==> config.mk <==
export PLATFORM = sky130hd
export DESIGN_NAME = ipv4_pseudo_header_checksum_unit
export DESIGN_NICKNAME = d
export VERILOG_FILES = /design/src/design/ipphc_pkg.sv /design/src/design/ipv4_pseudo_header_checksum_unit.sv /design/src/design/ipphc_front.sv /design/src/design/ipphc_queue.sv /design/src/design/ipphc_back.sv
export SDC_FILE = /design/constraint.sdc
export NUM_CORES = 1
export LEC_CHECK = 0
export BUFFER_PORTS_ARGS = -buffer_cell sky130_fd_sc_hd__buf_2
export CORE_MARGIN = 5
export CORE_UTILIZATION = 65
export DETAILED_ROUTE_END_ITERATION = 10
export PLACE_DENSITY = 0.82
export RECOVER_POWER = 100
export REMOVE_ABC_BUFFERS = 1
export SLEW_MARGIN = 20
export SYNTH_ARGS = -nofsm -noshare
export SYNTH_HDL_FRONTEND = slang
export SYNTH_HIERARCHICAL = 1
export SYNTH_SLANG_ARGS = --single-unit
==> constraint.sdc <==
create_clock -name clk -period 12.45 [get_ports clk]
set_clock_uncertainty 0.1 [all_clocks]
set_input_delay 0.6225 -clock clk [delete_from_list [all_inputs] [get_ports clk]]
set_output_delay 0.6225 -clock clk [all_outputs]
set_load 0.01 [all_outputs]
==> src/design/ipphc_pkg.sv <==
// Shared types, constants and helpers of the IPv4 pseudo-header checksum unit.
// Depends on nothing.
package ipphc_pkg;

  // Entry queue between the byte parser and the summing back end.
  localparam int unsigned QUEUE_DEPTH = 4;   // power of two
  localparam int unsigned QPTR_W = $clog2(QUEUE_DEPTH);
  localparam int unsigned QCNT_W = QPTR_W + 1;
  localparam logic [QCNT_W-1:0] QUEUE_FULL_COUNT = QCNT_W'(QUEUE_DEPTH);

  // Byte position inside the packet; saturates at 63, past the longest header of 60 bytes.
  localparam int unsigned POS_W = 6;
  localparam logic [POS_W-1:0] POS_MAX       = '1;
  localparam logic [POS_W-1:0] MIN_HDR_BYTES = 6'd20;
  localparam logic [POS_W-1:0] SRC_FIRST     = 6'd12;
  localparam logic [POS_W-1:0] SRC_LAST      = 6'd15;
  localparam logic [POS_W-1:0] DST_FIRST     = 6'd16;
  localparam logic [POS_W-1:0] DST_LAST      = 6'd19;
  localparam logic [POS_W-1:0] OPT_FIRST     = 6'd20;

  localparam logic [3:0] MIN_IHL = 4'd5;

  // IP option codes and length rules.
  localparam logic [7:0] OPT_EOL       = 8'd0;
  localparam logic [7:0] OPT_NOP       = 8'd1;
  localparam logic [7:0] OPT_LSRR      = 8'd131;
  localparam logic [7:0] OPT_SSRR      = 8'd137;
  localparam logic [7:0] MIN_OPT_LEN   = 8'd2;
  localparam logic [7:0] MIN_ROUTE_LEN = 8'd7;

  // Option walk offsets: kind byte, length byte, then the body.
  localparam logic [7:0] OFS_KIND = 8'd0;
  localparam logic [7:0] OFS_LEN  = 8'd1;
  localparam logic [7:0] OFS_BODY = 8'd2;

  typedef enum logic {
    ENTRY_WORD,
    ENTRY_END
  } entry_kind_t;

  typedef struct packed {
    logic [7:0]  data_byte;
    logic        last_byte;
    logic [15:0] upper_length;
    logic [7:0]  next_protocol;
  } in_item_t;

  typedef struct packed {
    logic [15:0] checksum;
    logic        used_source_route;
    logic [31:0] final_destination;
  } out_item_t;

  // One queue entry: a payload word to sum, or the close of a packet with
  // its tail word and the pseudo-header fields.
  typedef struct packed {
    entry_kind_t kind;
    logic [15:0] word;
    logic [31:0] source;
    logic [31:0] dest;
    logic        route;
    logic [7:0]  protocol;
    logic [15:0] length;
  } q_entry_t;

  // Ones' complement add with end-around carry.
  function automatic logic [15:0] add_fold16(input logic [15:0] a, input logic [15:0] b);
    logic [16:0] s;
    s = {1'b0, a} + {1'b0, b};
    return s[15:0] + {15'd0, s[16]};
  endfunction

endpackage

==> src/design/ipv4_pseudo_header_checksum_unit.sv <==
// IPv4 pseudo-header checksum unit: one packet byte per cycle in, one result per packet out.
// Result path: the packet close passes the queue, stages s1 and s2 and the result register.
// Throughput: one byte every cycle; input stalls only when the 4-entry queue fills
//   behind an output beat that is not taken.
// Reset: synchronous, active high; clears parser, queue pointers, accumulator and pipe valids.
// Depends on ipphc_pkg, ipphc_front, ipphc_queue, ipphc_back.
module ipv4_pseudo_header_checksum_unit (
  input  logic                 clk,
  input  logic                 rst,
  input  logic                 in_valid,
  output logic                 in_ready,
  input  ipphc_pkg::in_item_t  in_data,
  output logic                 out_valid,
  input  logic                 out_ready,
  output ipphc_pkg::out_item_t out_data
);

  // Front to queue: one entry per completed payload word or packet close.
  logic                push_valid;
  ipphc_pkg::q_entry_t push_entry;
  logic                queue_full;

  // Queue to back end.
  logic                head_valid;
  ipphc_pkg::q_entry_t head;
  logic                pop;

  // Parse header bytes, walk options for a source route, pair payload bytes.
  // Hold input whenever the queue is full, whether or not this beat makes an entry.
  ipphc_front u_front (
    .clk        (clk),
    .rst        (rst),
    .in_valid   (in_valid),
    .in_ready   (in_ready),
    .in_data    (in_data),
    .queue_full (queue_full),
    .push_valid (push_valid),
    .push_entry (push_entry)
  );

  // Decouple the parser from output backpressure.
  ipphc_queue u_queue (
    .clk        (clk),
    .rst        (rst),
    .push_valid (push_valid),
    .push_entry (push_entry),
    .full       (queue_full),
    .head_valid (head_valid),
    .head       (head),
    .pop        (pop)
  );

  // Accumulate payload words; on a packet close add the pseudo-header terms
  // in a two-stage adder tree, fold, complement and register the result beat.
  ipphc_back u_back (
    .clk        (clk),
    .rst        (rst),
    .head_valid (head_valid),
    .head       (head),
    .pop        (pop),
    .out_valid  (out_valid),
    .out_ready  (out_ready),
    .out_data   (out_data)
  );

endmodule

==> src/design/ipphc_front.sv <==
// Byte parser of the checksum unit: header capture, option walk, word pairing.
// Depends on ipphc_pkg; feeds ipphc_queue.
module ipphc_front (
  input  logic                clk,
  input  logic                rst,
  input  logic                in_valid,
  output logic                in_ready,
  input  ipphc_pkg::in_item_t in_data,
  input  logic                queue_full,
  output logic                push_valid,
  output ipphc_pkg::q_entry_t push_entry
);

  logic [ipphc_pkg::POS_W-1:0] byte_position, byte_position_next;
  logic [ipphc_pkg::POS_W-1:0] header_bytes, header_bytes_next;
  logic [7:0]  pending_high_byte, pending_high_byte_next;
  logic        odd_byte_flag, odd_byte_flag_next;
  logic [31:0] source_address, source_address_next;
  logic [31:0] header_destination, header_destination_next;
  logic [31:0] route_destination, route_destination_next;
  logic        route_found, route_found_next;
  logic        walk_stopped, walk_stopped_next;
  logic [7:0]  option_kind, option_kind_next;
  logic [7:0]  option_length, option_length_next;
  logic [7:0]  option_offset, option_offset_next;
  logic [31:0] recent_four_bytes, recent_four_bytes_next;
  logic [15:0] latched_length, latched_length_next;
  logic [7:0]  latched_protocol, latched_protocol_next;

  logic                        accept;
  logic [7:0]                  b;
  logic                        pos_zero;
  logic [ipphc_pkg::POS_W-1:0] hb_now;
  logic [ipphc_pkg::POS_W-1:0] rem;
  logic                        in_header;
  logic                        word_done;
  logic [15:0]                 word;
  logic [7:0]                  ofs_inc;

  assign in_ready = !queue_full;
  assign accept   = in_valid && in_ready;
  assign b        = in_data.data_byte;
  assign pos_zero = (byte_position == '0);

  always_comb begin
    byte_position_next      = byte_position;
    header_bytes_next       = header_bytes;
    pending_high_byte_next  = pending_high_byte;
    odd_byte_flag_next      = odd_byte_flag;
    source_address_next     = source_address;
    header_destination_next = header_destination;
    route_destination_next  = route_destination;
    route_found_next        = route_found;
    walk_stopped_next       = walk_stopped;
    option_kind_next        = option_kind;
    option_length_next      = option_length;
    option_offset_next      = option_offset;
    recent_four_bytes_next  = recent_four_bytes;
    latched_length_next     = latched_length;
    latched_protocol_next   = latched_protocol;
    word_done               = 1'b0;
    word                    = 16'h0000;
    ofs_inc                 = option_offset + 8'd1;

    // Header length comes from the first byte; short IHL means 20 bytes.
    if (pos_zero) begin
      hb_now = (b[3:0] < ipphc_pkg::MIN_IHL) ? ipphc_pkg::MIN_HDR_BYTES : {b[3:0], 2'b00};
      header_bytes_next     = hb_now;
      latched_length_next   = in_data.upper_length;
      latched_protocol_next = in_data.next_protocol;
    end else begin
      hb_now = header_bytes;
    end

    in_header = pos_zero || (byte_position < hb_now);
    // Bytes left in the header counted from the option's kind byte.
    rem = hb_now - byte_position + 6'd1;

    if (in_header) begin
      if (byte_position >= ipphc_pkg::SRC_FIRST && byte_position <= ipphc_pkg::SRC_LAST) begin
        unique case (byte_position[1:0])
          2'd0: source_address_next[31:24] = b;
          2'd1: source_address_next[23:16] = b;
          2'd2: source_address_next[15:8]  = b;
          2'd3: source_address_next[7:0]   = b;
        endcase
      end else if (byte_position >= ipphc_pkg::DST_FIRST &&
                   byte_position <= ipphc_pkg::DST_LAST) begin
        unique case (byte_position[1:0])
          2'd0: header_destination_next[31:24] = b;
          2'd1: header_destination_next[23:16] = b;
          2'd2: header_destination_next[15:8]  = b;
          2'd3: header_destination_next[7:0]   = b;
        endcase
      end else if (byte_position >= ipphc_pkg::OPT_FIRST && !walk_stopped && !route_found) begin
        priority if (option_offset == ipphc_pkg::OFS_KIND) begin
          option_kind_next = b;
          if (b == ipphc_pkg::OPT_EOL) begin
            walk_stopped_next = 1'b1;
          end else if (b != ipphc_pkg::OPT_NOP) begin
            option_offset_next = ipphc_pkg::OFS_LEN;
          end
        end else if (option_offset == ipphc_pkg::OFS_LEN) begin
          // Stop on a bad length or one that runs past the header.
          if (b < ipphc_pkg::MIN_OPT_LEN || {2'b00, rem} < b) begin
            walk_stopped_next = 1'b1;
          end else begin
            option_length_next = b;
            option_offset_next = (b == ipphc_pkg::MIN_OPT_LEN) ? ipphc_pkg::OFS_KIND
                                                                : ipphc_pkg::OFS_BODY;
          end
        end else begin
          recent_four_bytes_next = {recent_four_bytes[23:0], b};
          if (ofs_inc >= option_length) begin
            option_offset_next = ipphc_pkg::OFS_KIND;
            if ((option_kind == ipphc_pkg::OPT_SSRR || option_kind == ipphc_pkg::OPT_LSRR) &&
                option_length >= ipphc_pkg::MIN_ROUTE_LEN) begin
              route_destination_next = recent_four_bytes_next;
              route_found_next       = 1'b1;
            end
          end else begin
            option_offset_next = ofs_inc;
          end
        end
      end
    end else if (odd_byte_flag) begin
      word               = {pending_high_byte, b};
      word_done          = 1'b1;
      odd_byte_flag_next = 1'b0;
    end else begin
      // Odd byte; padded with a zero low byte if the packet ends here.
      word                   = {b, 8'h00};
      pending_high_byte_next = b;
      odd_byte_flag_next     = 1'b1;
    end

    if (byte_position != ipphc_pkg::POS_MAX) begin
      byte_position_next = byte_position + 6'd1;
    end
  end

  assign push_valid = accept && (in_data.last_byte || word_done);

  always_comb begin
    push_entry.kind     = in_data.last_byte ? ipphc_pkg::ENTRY_END : ipphc_pkg::ENTRY_WORD;
    push_entry.word     = word;
    push_entry.source   = source_address_next;
    push_entry.dest     = route_found_next ? route_destination_next : header_destination_next;
    push_entry.route    = route_found_next;
    push_entry.protocol = latched_protocol_next;
    push_entry.length   = latched_length_next;
  end

  // The packet close returns every register to its reset value.
  always_ff @(posedge clk) begin
    if (rst || (accept && in_data.last_byte)) begin
      byte_position      <= '0;
      header_bytes       <= ipphc_pkg::MIN_HDR_BYTES;
      pending_high_byte  <= 8'h00;
      odd_byte_flag      <= 1'b0;
      source_address     <= 32'h0;
      header_destination <= 32'h0;
      route_destination  <= 32'h0;
      route_found        <= 1'b0;
      walk_stopped       <= 1'b0;
      option_kind        <= 8'h00;
      option_length      <= 8'h00;
      option_offset      <= ipphc_pkg::OFS_KIND;
      recent_four_bytes  <= 32'h0;
      latched_length     <= 16'h0;
      latched_protocol   <= 8'h00;
    end else if (accept) begin
      byte_position      <= byte_position_next;
      header_bytes       <= header_bytes_next;
      pending_high_byte  <= pending_high_byte_next;
      odd_byte_flag      <= odd_byte_flag_next;
      source_address     <= source_address_next;
      header_destination <= header_destination_next;
      route_destination  <= route_destination_next;
      route_found        <= route_found_next;
      walk_stopped       <= walk_stopped_next;
      option_kind        <= option_kind_next;
      option_length      <= option_length_next;
      option_offset      <= option_offset_next;
      recent_four_bytes  <= recent_four_bytes_next;
      latched_length     <= latched_length_next;
      latched_protocol   <= latched_protocol_next;
    end
  end

endmodule

==> src/design/ipphc_queue.sv <==
// Short entry FIFO between the byte parser and the summing back end.
// Depends on ipphc_pkg.
module ipphc_queue (
  input  logic                clk,
  input  logic                rst,
  input  logic                push_valid,
  input  ipphc_pkg::q_entry_t push_entry,
  output logic                full,
  output logic                head_valid,
  output ipphc_pkg::q_entry_t head,
  input  logic                pop
);

  ipphc_pkg::q_entry_t               entries [ipphc_pkg::QUEUE_DEPTH];
  logic [ipphc_pkg::QPTR_W-1:0]      wr_ptr;
  logic [ipphc_pkg::QPTR_W-1:0]      rd_ptr;
  logic [ipphc_pkg::QCNT_W-1:0]      count;
  logic                              do_push;
  logic                              do_pop;

  assign full       = (count == ipphc_pkg::QUEUE_FULL_COUNT);
  assign head_valid = (count != '0);
  assign head       = entries[rd_ptr];
  assign do_push    = push_valid && !full;
  assign do_pop     = pop && head_valid;

  always_ff @(posedge clk) begin
    if (do_push) begin
      entries[wr_ptr] <= push_entry;
    end
  end

  always_ff @(posedge clk) begin
    if (rst) begin
      wr_ptr <= '0;
      rd_ptr <= '0;
      count  <= '0;
    end else begin
      if (do_push) begin
        wr_ptr <= wr_ptr + 1'b1;
      end
      if (do_pop) begin
        rd_ptr <= rd_ptr + 1'b1;
      end
      unique case ({do_push, do_pop})
        2'b10:   count <= count + 1'b1;
        2'b01:   count <= count - 1'b1;
        default: count <= count;
      endcase
    end
  end

endmodule

==> src/design/ipphc_back.sv <==
// Summing back end: payload word accumulator and the pseudo-header close pipe.
// Depends on ipphc_pkg; drains ipphc_queue.
module ipphc_back (
  input  logic                 clk,
  input  logic                 rst,
  input  logic                 head_valid,
  input  ipphc_pkg::q_entry_t  head,
  output logic                 pop,
  output logic                 out_valid,
  input  logic                 out_ready,
  output ipphc_pkg::out_item_t out_data
);

  logic [15:0] acc;
  logic        advance;
  logic        is_end;

  logic        s1_valid;
  logic [16:0] s1_sum [4];
  logic        s1_route;
  logic [31:0] s1_dest;

  logic        s2_valid;
  logic [18:0] s2_total;
  logic        s2_route;
  logic [31:0] s2_dest;

  logic [16:0] fold1;
  logic [15:0] fold2;

  assign advance = !out_valid || out_ready;
  assign is_end  = (head.kind == ipphc_pkg::ENTRY_END);
  // Payload words never wait; a packet close waits for the pipe to move.
  assign pop     = head_valid && (!is_end || advance);

  always_ff @(posedge clk) begin
    if (rst) begin
      acc <= 16'h0;
    end else if (pop) begin
      acc <= is_end ? 16'h0 : ipphc_pkg::add_fold16(acc, head.word);
    end
  end

  // End-around carry folding of the wide total.
  assign fold1 = {1'b0, s2_total[15:0]} + {14'd0, s2_total[18:16]};
  assign fold2 = fold1[15:0] + {15'd0, fold1[16]};

  always_ff @(posedge clk) begin
    if (rst) begin
      s1_valid  <= 1'b0;
      s2_valid  <= 1'b0;
      out_valid <= 1'b0;
    end else if (advance) begin
      s1_valid  <= pop && is_end;
      s2_valid  <= s1_valid;
      out_valid <= s2_valid;
    end
  end

  always_ff @(posedge clk) begin
    if (advance) begin
      s1_sum[0] <= {1'b0, acc} + {1'b0, head.word};
      s1_sum[1] <= {1'b0, head.source[31:16]} + {1'b0, head.source[15:0]};
      s1_sum[2] <= {1'b0, head.dest[31:16]} + {1'b0, head.dest[15:0]};
      s1_sum[3] <= {9'd0, head.protocol} + {1'b0, head.length};
      s1_route  <= head.route;
      s1_dest   <= head.dest;

      s2_total  <= {2'b00, s1_sum[0]} + {2'b00, s1_sum[1]} +
                   {2'b00, s1_sum[2]} + {2'b00, s1_sum[3]};
      s2_route  <= s1_route;
      s2_dest   <= s1_dest;

      out_data.checksum          <= ~fold2;
      out_data.used_source_route <= s2_route;
      out_data.final_destination <= s2_dest;
    end
  end

endmodule

==> results.cfg <==
[synth]
yosysUniqueCellTypes = 87
ys_seq_area_share_pct = 61.4
synth-simple-area-share_pct = 8.85
ys_warn_count = 6
async_flop_share_pct = 0
synth-xor-area-share_pct = 2.84
ys.flop_type = edfxtp_1
synth_compound_area_share_pct = 6.97
netlist_instances = 2836
synth_top_family_by_area = multiplexers
synth_edf_count = 626
synth_area_sq_mm = 0.0377
synthMuxAreaShare_pct = 10.3
synth.ff_latch_count = 845
syn-mean-instance-area_sq_um = 13.3
synth_fa_ha_area_share_pct = 6.11

[worst_setup_path]
startpoint_type = register
rr_endpoint = u_queue/entries[0][46]
reg2reg_from = u_front/byte_position[0]
crit_required_ns = 12.64
cp-end-kind = register
cp.arrival_ns = 8.97
path_max_fanout = 46
reg2reg_slack_ns = 3.67
path_class = register to register
worstRegToRegCells = 17

[sta]
whs_ns = 0.169
fin_crit_sh_pct = 70.5
layout_min_cycle_time_ns = 8.78
final_max_slew_viol_count = 831
relSlewSlack_pct = -229
hold_viol = 0
worst_pin_slew_ns = 4.93
grt_setup_unrepaired = no
finalWorstSetupSlack_ns = 3.67
max_freq_ghz = 0.114
setup_viol = 0
setup_tns_ns = 0

[worst_hold_path]
hold_end = u_front/latched_protocol[7]
whs_path_depth = 3
hold_path.class = input port to register
min_from = in_data[7]

[cts]
post_cts_buffers = 0
clk_latency_ns = 0.63
clk_pin_slew_ns = 0.06
cts_resized = 0
cts_tree = done
clk_path_buf_depth = 3
h-tree-depth = 3
root_buffer = clkbuf_16
numCtsBuffers = 83
clock-sinks = 845
ctsHoldBuffers = 0

[global_route]
antenna_found_initial = 1
grt_max_degree = 109
grt_pass1_wl_microns = 137000
gr-usage-all-layers_pct = 27.9
overflow = 0
first_global_vias = 23600

[floorplanning]
io_pins = 88
die_w_microns = 251
num_rows = 88
initial_utilization_pct = 65.5
die_h_microns = 251
die-area_sq_mm = 0.0630
core_sq_mm = 0.0576

[drt]
wl_microns = 91300
routed_via_density = 6.48
drt_iter0_drc = 3623
final_antenna_net_count = 0
dr.pass1.iters = 8
routedWlPerCell_microns = 24.5
drc = 0
vias = 24100

[placed_design]
io_buffers = 87
gp_congestion = 0.866
post-place-ws_ns = 6.81
hpwl_microns = 54900

[run_status]
violations = max-capacitance violations, max-slew violations
status = complete, but fails checks

[pwr]
p_per_area_mw_per_mm2 = 244
vdd_ir_drop_max_mv = 0.232
p_leak_nw = 15.1

[finish]
num-nets-final = 3091
area_delta_synth_final_pct = 9.37
fin_util_pct = 71.7
drive_gt1_share_pct = 10.2

[run]
maxCapViolCount = 15
## per-layer routing
metal / global-route usage, % / part of all wire [%] / vias up
met5: 0 / 0 / -
met3: 4.56 / 9.6 / 229
met4: 11.0 / 4.1 / 0
met2: 46.0 / 49 / 1512
met1: 37.9 / 38 / 11900
li1: - / - / 10500
## worst max-delay path by stage
stage                                   from                      to  slack [ns]  cells past startpoint
CTS                                 register          u_back/acc[15]        6.79                     21
global placement                    register          u_back/acc[15]        6.92                     21
detailed placement               in_data[27]  u_queue/entries[3][24]        6.81                     15
global route        u_front/byte_position[1]  u_queue/entries[0][48]        3.31                     17
finish              u_front/byte_position[0]  u_queue/entries[0][46]        3.67                     17
floorplan                           register          u_back/acc[15]        4.15                     20
## metrics by stage
| stage | total power, mW | instance area [sq um] | instances |
|---|---|---|---|
| after floorplan | 6.55 | 37100 | 2696 |
| after global placement | 7.27 | 38700 | 3574 |
| after detailed placement | 7.44 | 38700 | 3574 |
| after CTS | 10.1 | 41500 | 3725 |
| after global routing | 10.6 | 41300 | 3727 |
| final | 10.1 | 41300 | 3727 |
## flip-flops by register name, summed over array words and instances, names as in the netlist, 24 cells and up, named ones only
signal and flops:
u_front/source_address 32, u_back/s1_sum 68, u_back/s2_dest 32, u_front/route_destination 32, u_queue/entries 424, u_back/out_data 49, u_back/s1_dest 32, u_front/recent_four_bytes 24
u_front/header_destination 32
## cell usage after synthesis (all sizes together), types with 27 or more instances
library cell	instances	area, sq um
nor2	221	830
fa	41	821
buf	43	294
mux2	27	304
nand2	259	980
ha	118	1480
dfxtp	219	4380
nand3	75	385
mux2i	120	1200
o21ai	86	434
a31oi	35	219
a21oi	152	776
inv	175	657
mux4	106	2390
nor3	32	191
edfxtp	626	18800
and3	28	175
xnor2	76	681
xor2	42	390
clkbuf	97	364
## worst max-delay path: stages (launching register included)
cell      delay (ns)
dfxtp_1         0.42
inv_1           0.12
ha_1            0.30
nand3_1         0.10
clkbuf_1        1.24
o21a_1          0.30
inv_1           0.05
ha_1            0.33
o21ai_0         0.10
a21oi_1         0.23
o211a_1         0.53
a21oi_1         0.13
nor2_1          0.12
inv_1           0.08
nor2_1          0.42
and2_0          1.76
clkbuf_1        1.71
buf_16          0.33
## placed cells by master (no fill, tap or decap), drive strengths merged, types with 24 or more instances in the layout
cell type / n
o2bb2ai: 24
nand3: 75
mux2i: 120
xnor2: 76
clkinv: 27
and3: 28
a31oi: 35
mux4: 106
o21ai: 86
buf: 52
nand2: 259
nor2: 221
mux2: 27
xor2: 42
nor3: 32
ha: 118
a21oi: 152
fa: 41
edfxtp: 626
dfxtp: 219
clkbuf: 161
inv: 179
## cells by family (layout without fill, tap and decap cells)
group,Yosys count,count (layout)
AOI/OAI and AO/OA,417,417
xor gates and xnor gates,118,118
adders and majority gates,160,160
buffers and inverters,315,440
DFF,845,845
muxes,253,253
other,0,1
and+or+nand+nor,728,728
## cell type report
type | instances | area [sq um]
Fill cell | 3567 | 16300
Inverter | 175 | 658
Tap cell | 765 | 957
Clock inverter | 52 | 598
Sequential cell | 845 | 23200
Antenna cell | 1 | 2.50
Multi-Input combinational cell | 1676 | 13100
Timing Repair Buffer | 114 | 557
Clock buffer | 99 | 2190
## report_power, final
part	internal, mW	switching, mW
Sequential	3.64	0.182
Clock	1.53	1.07
Combinational	1.52	2.13
(Power assumes the default switching activity.)
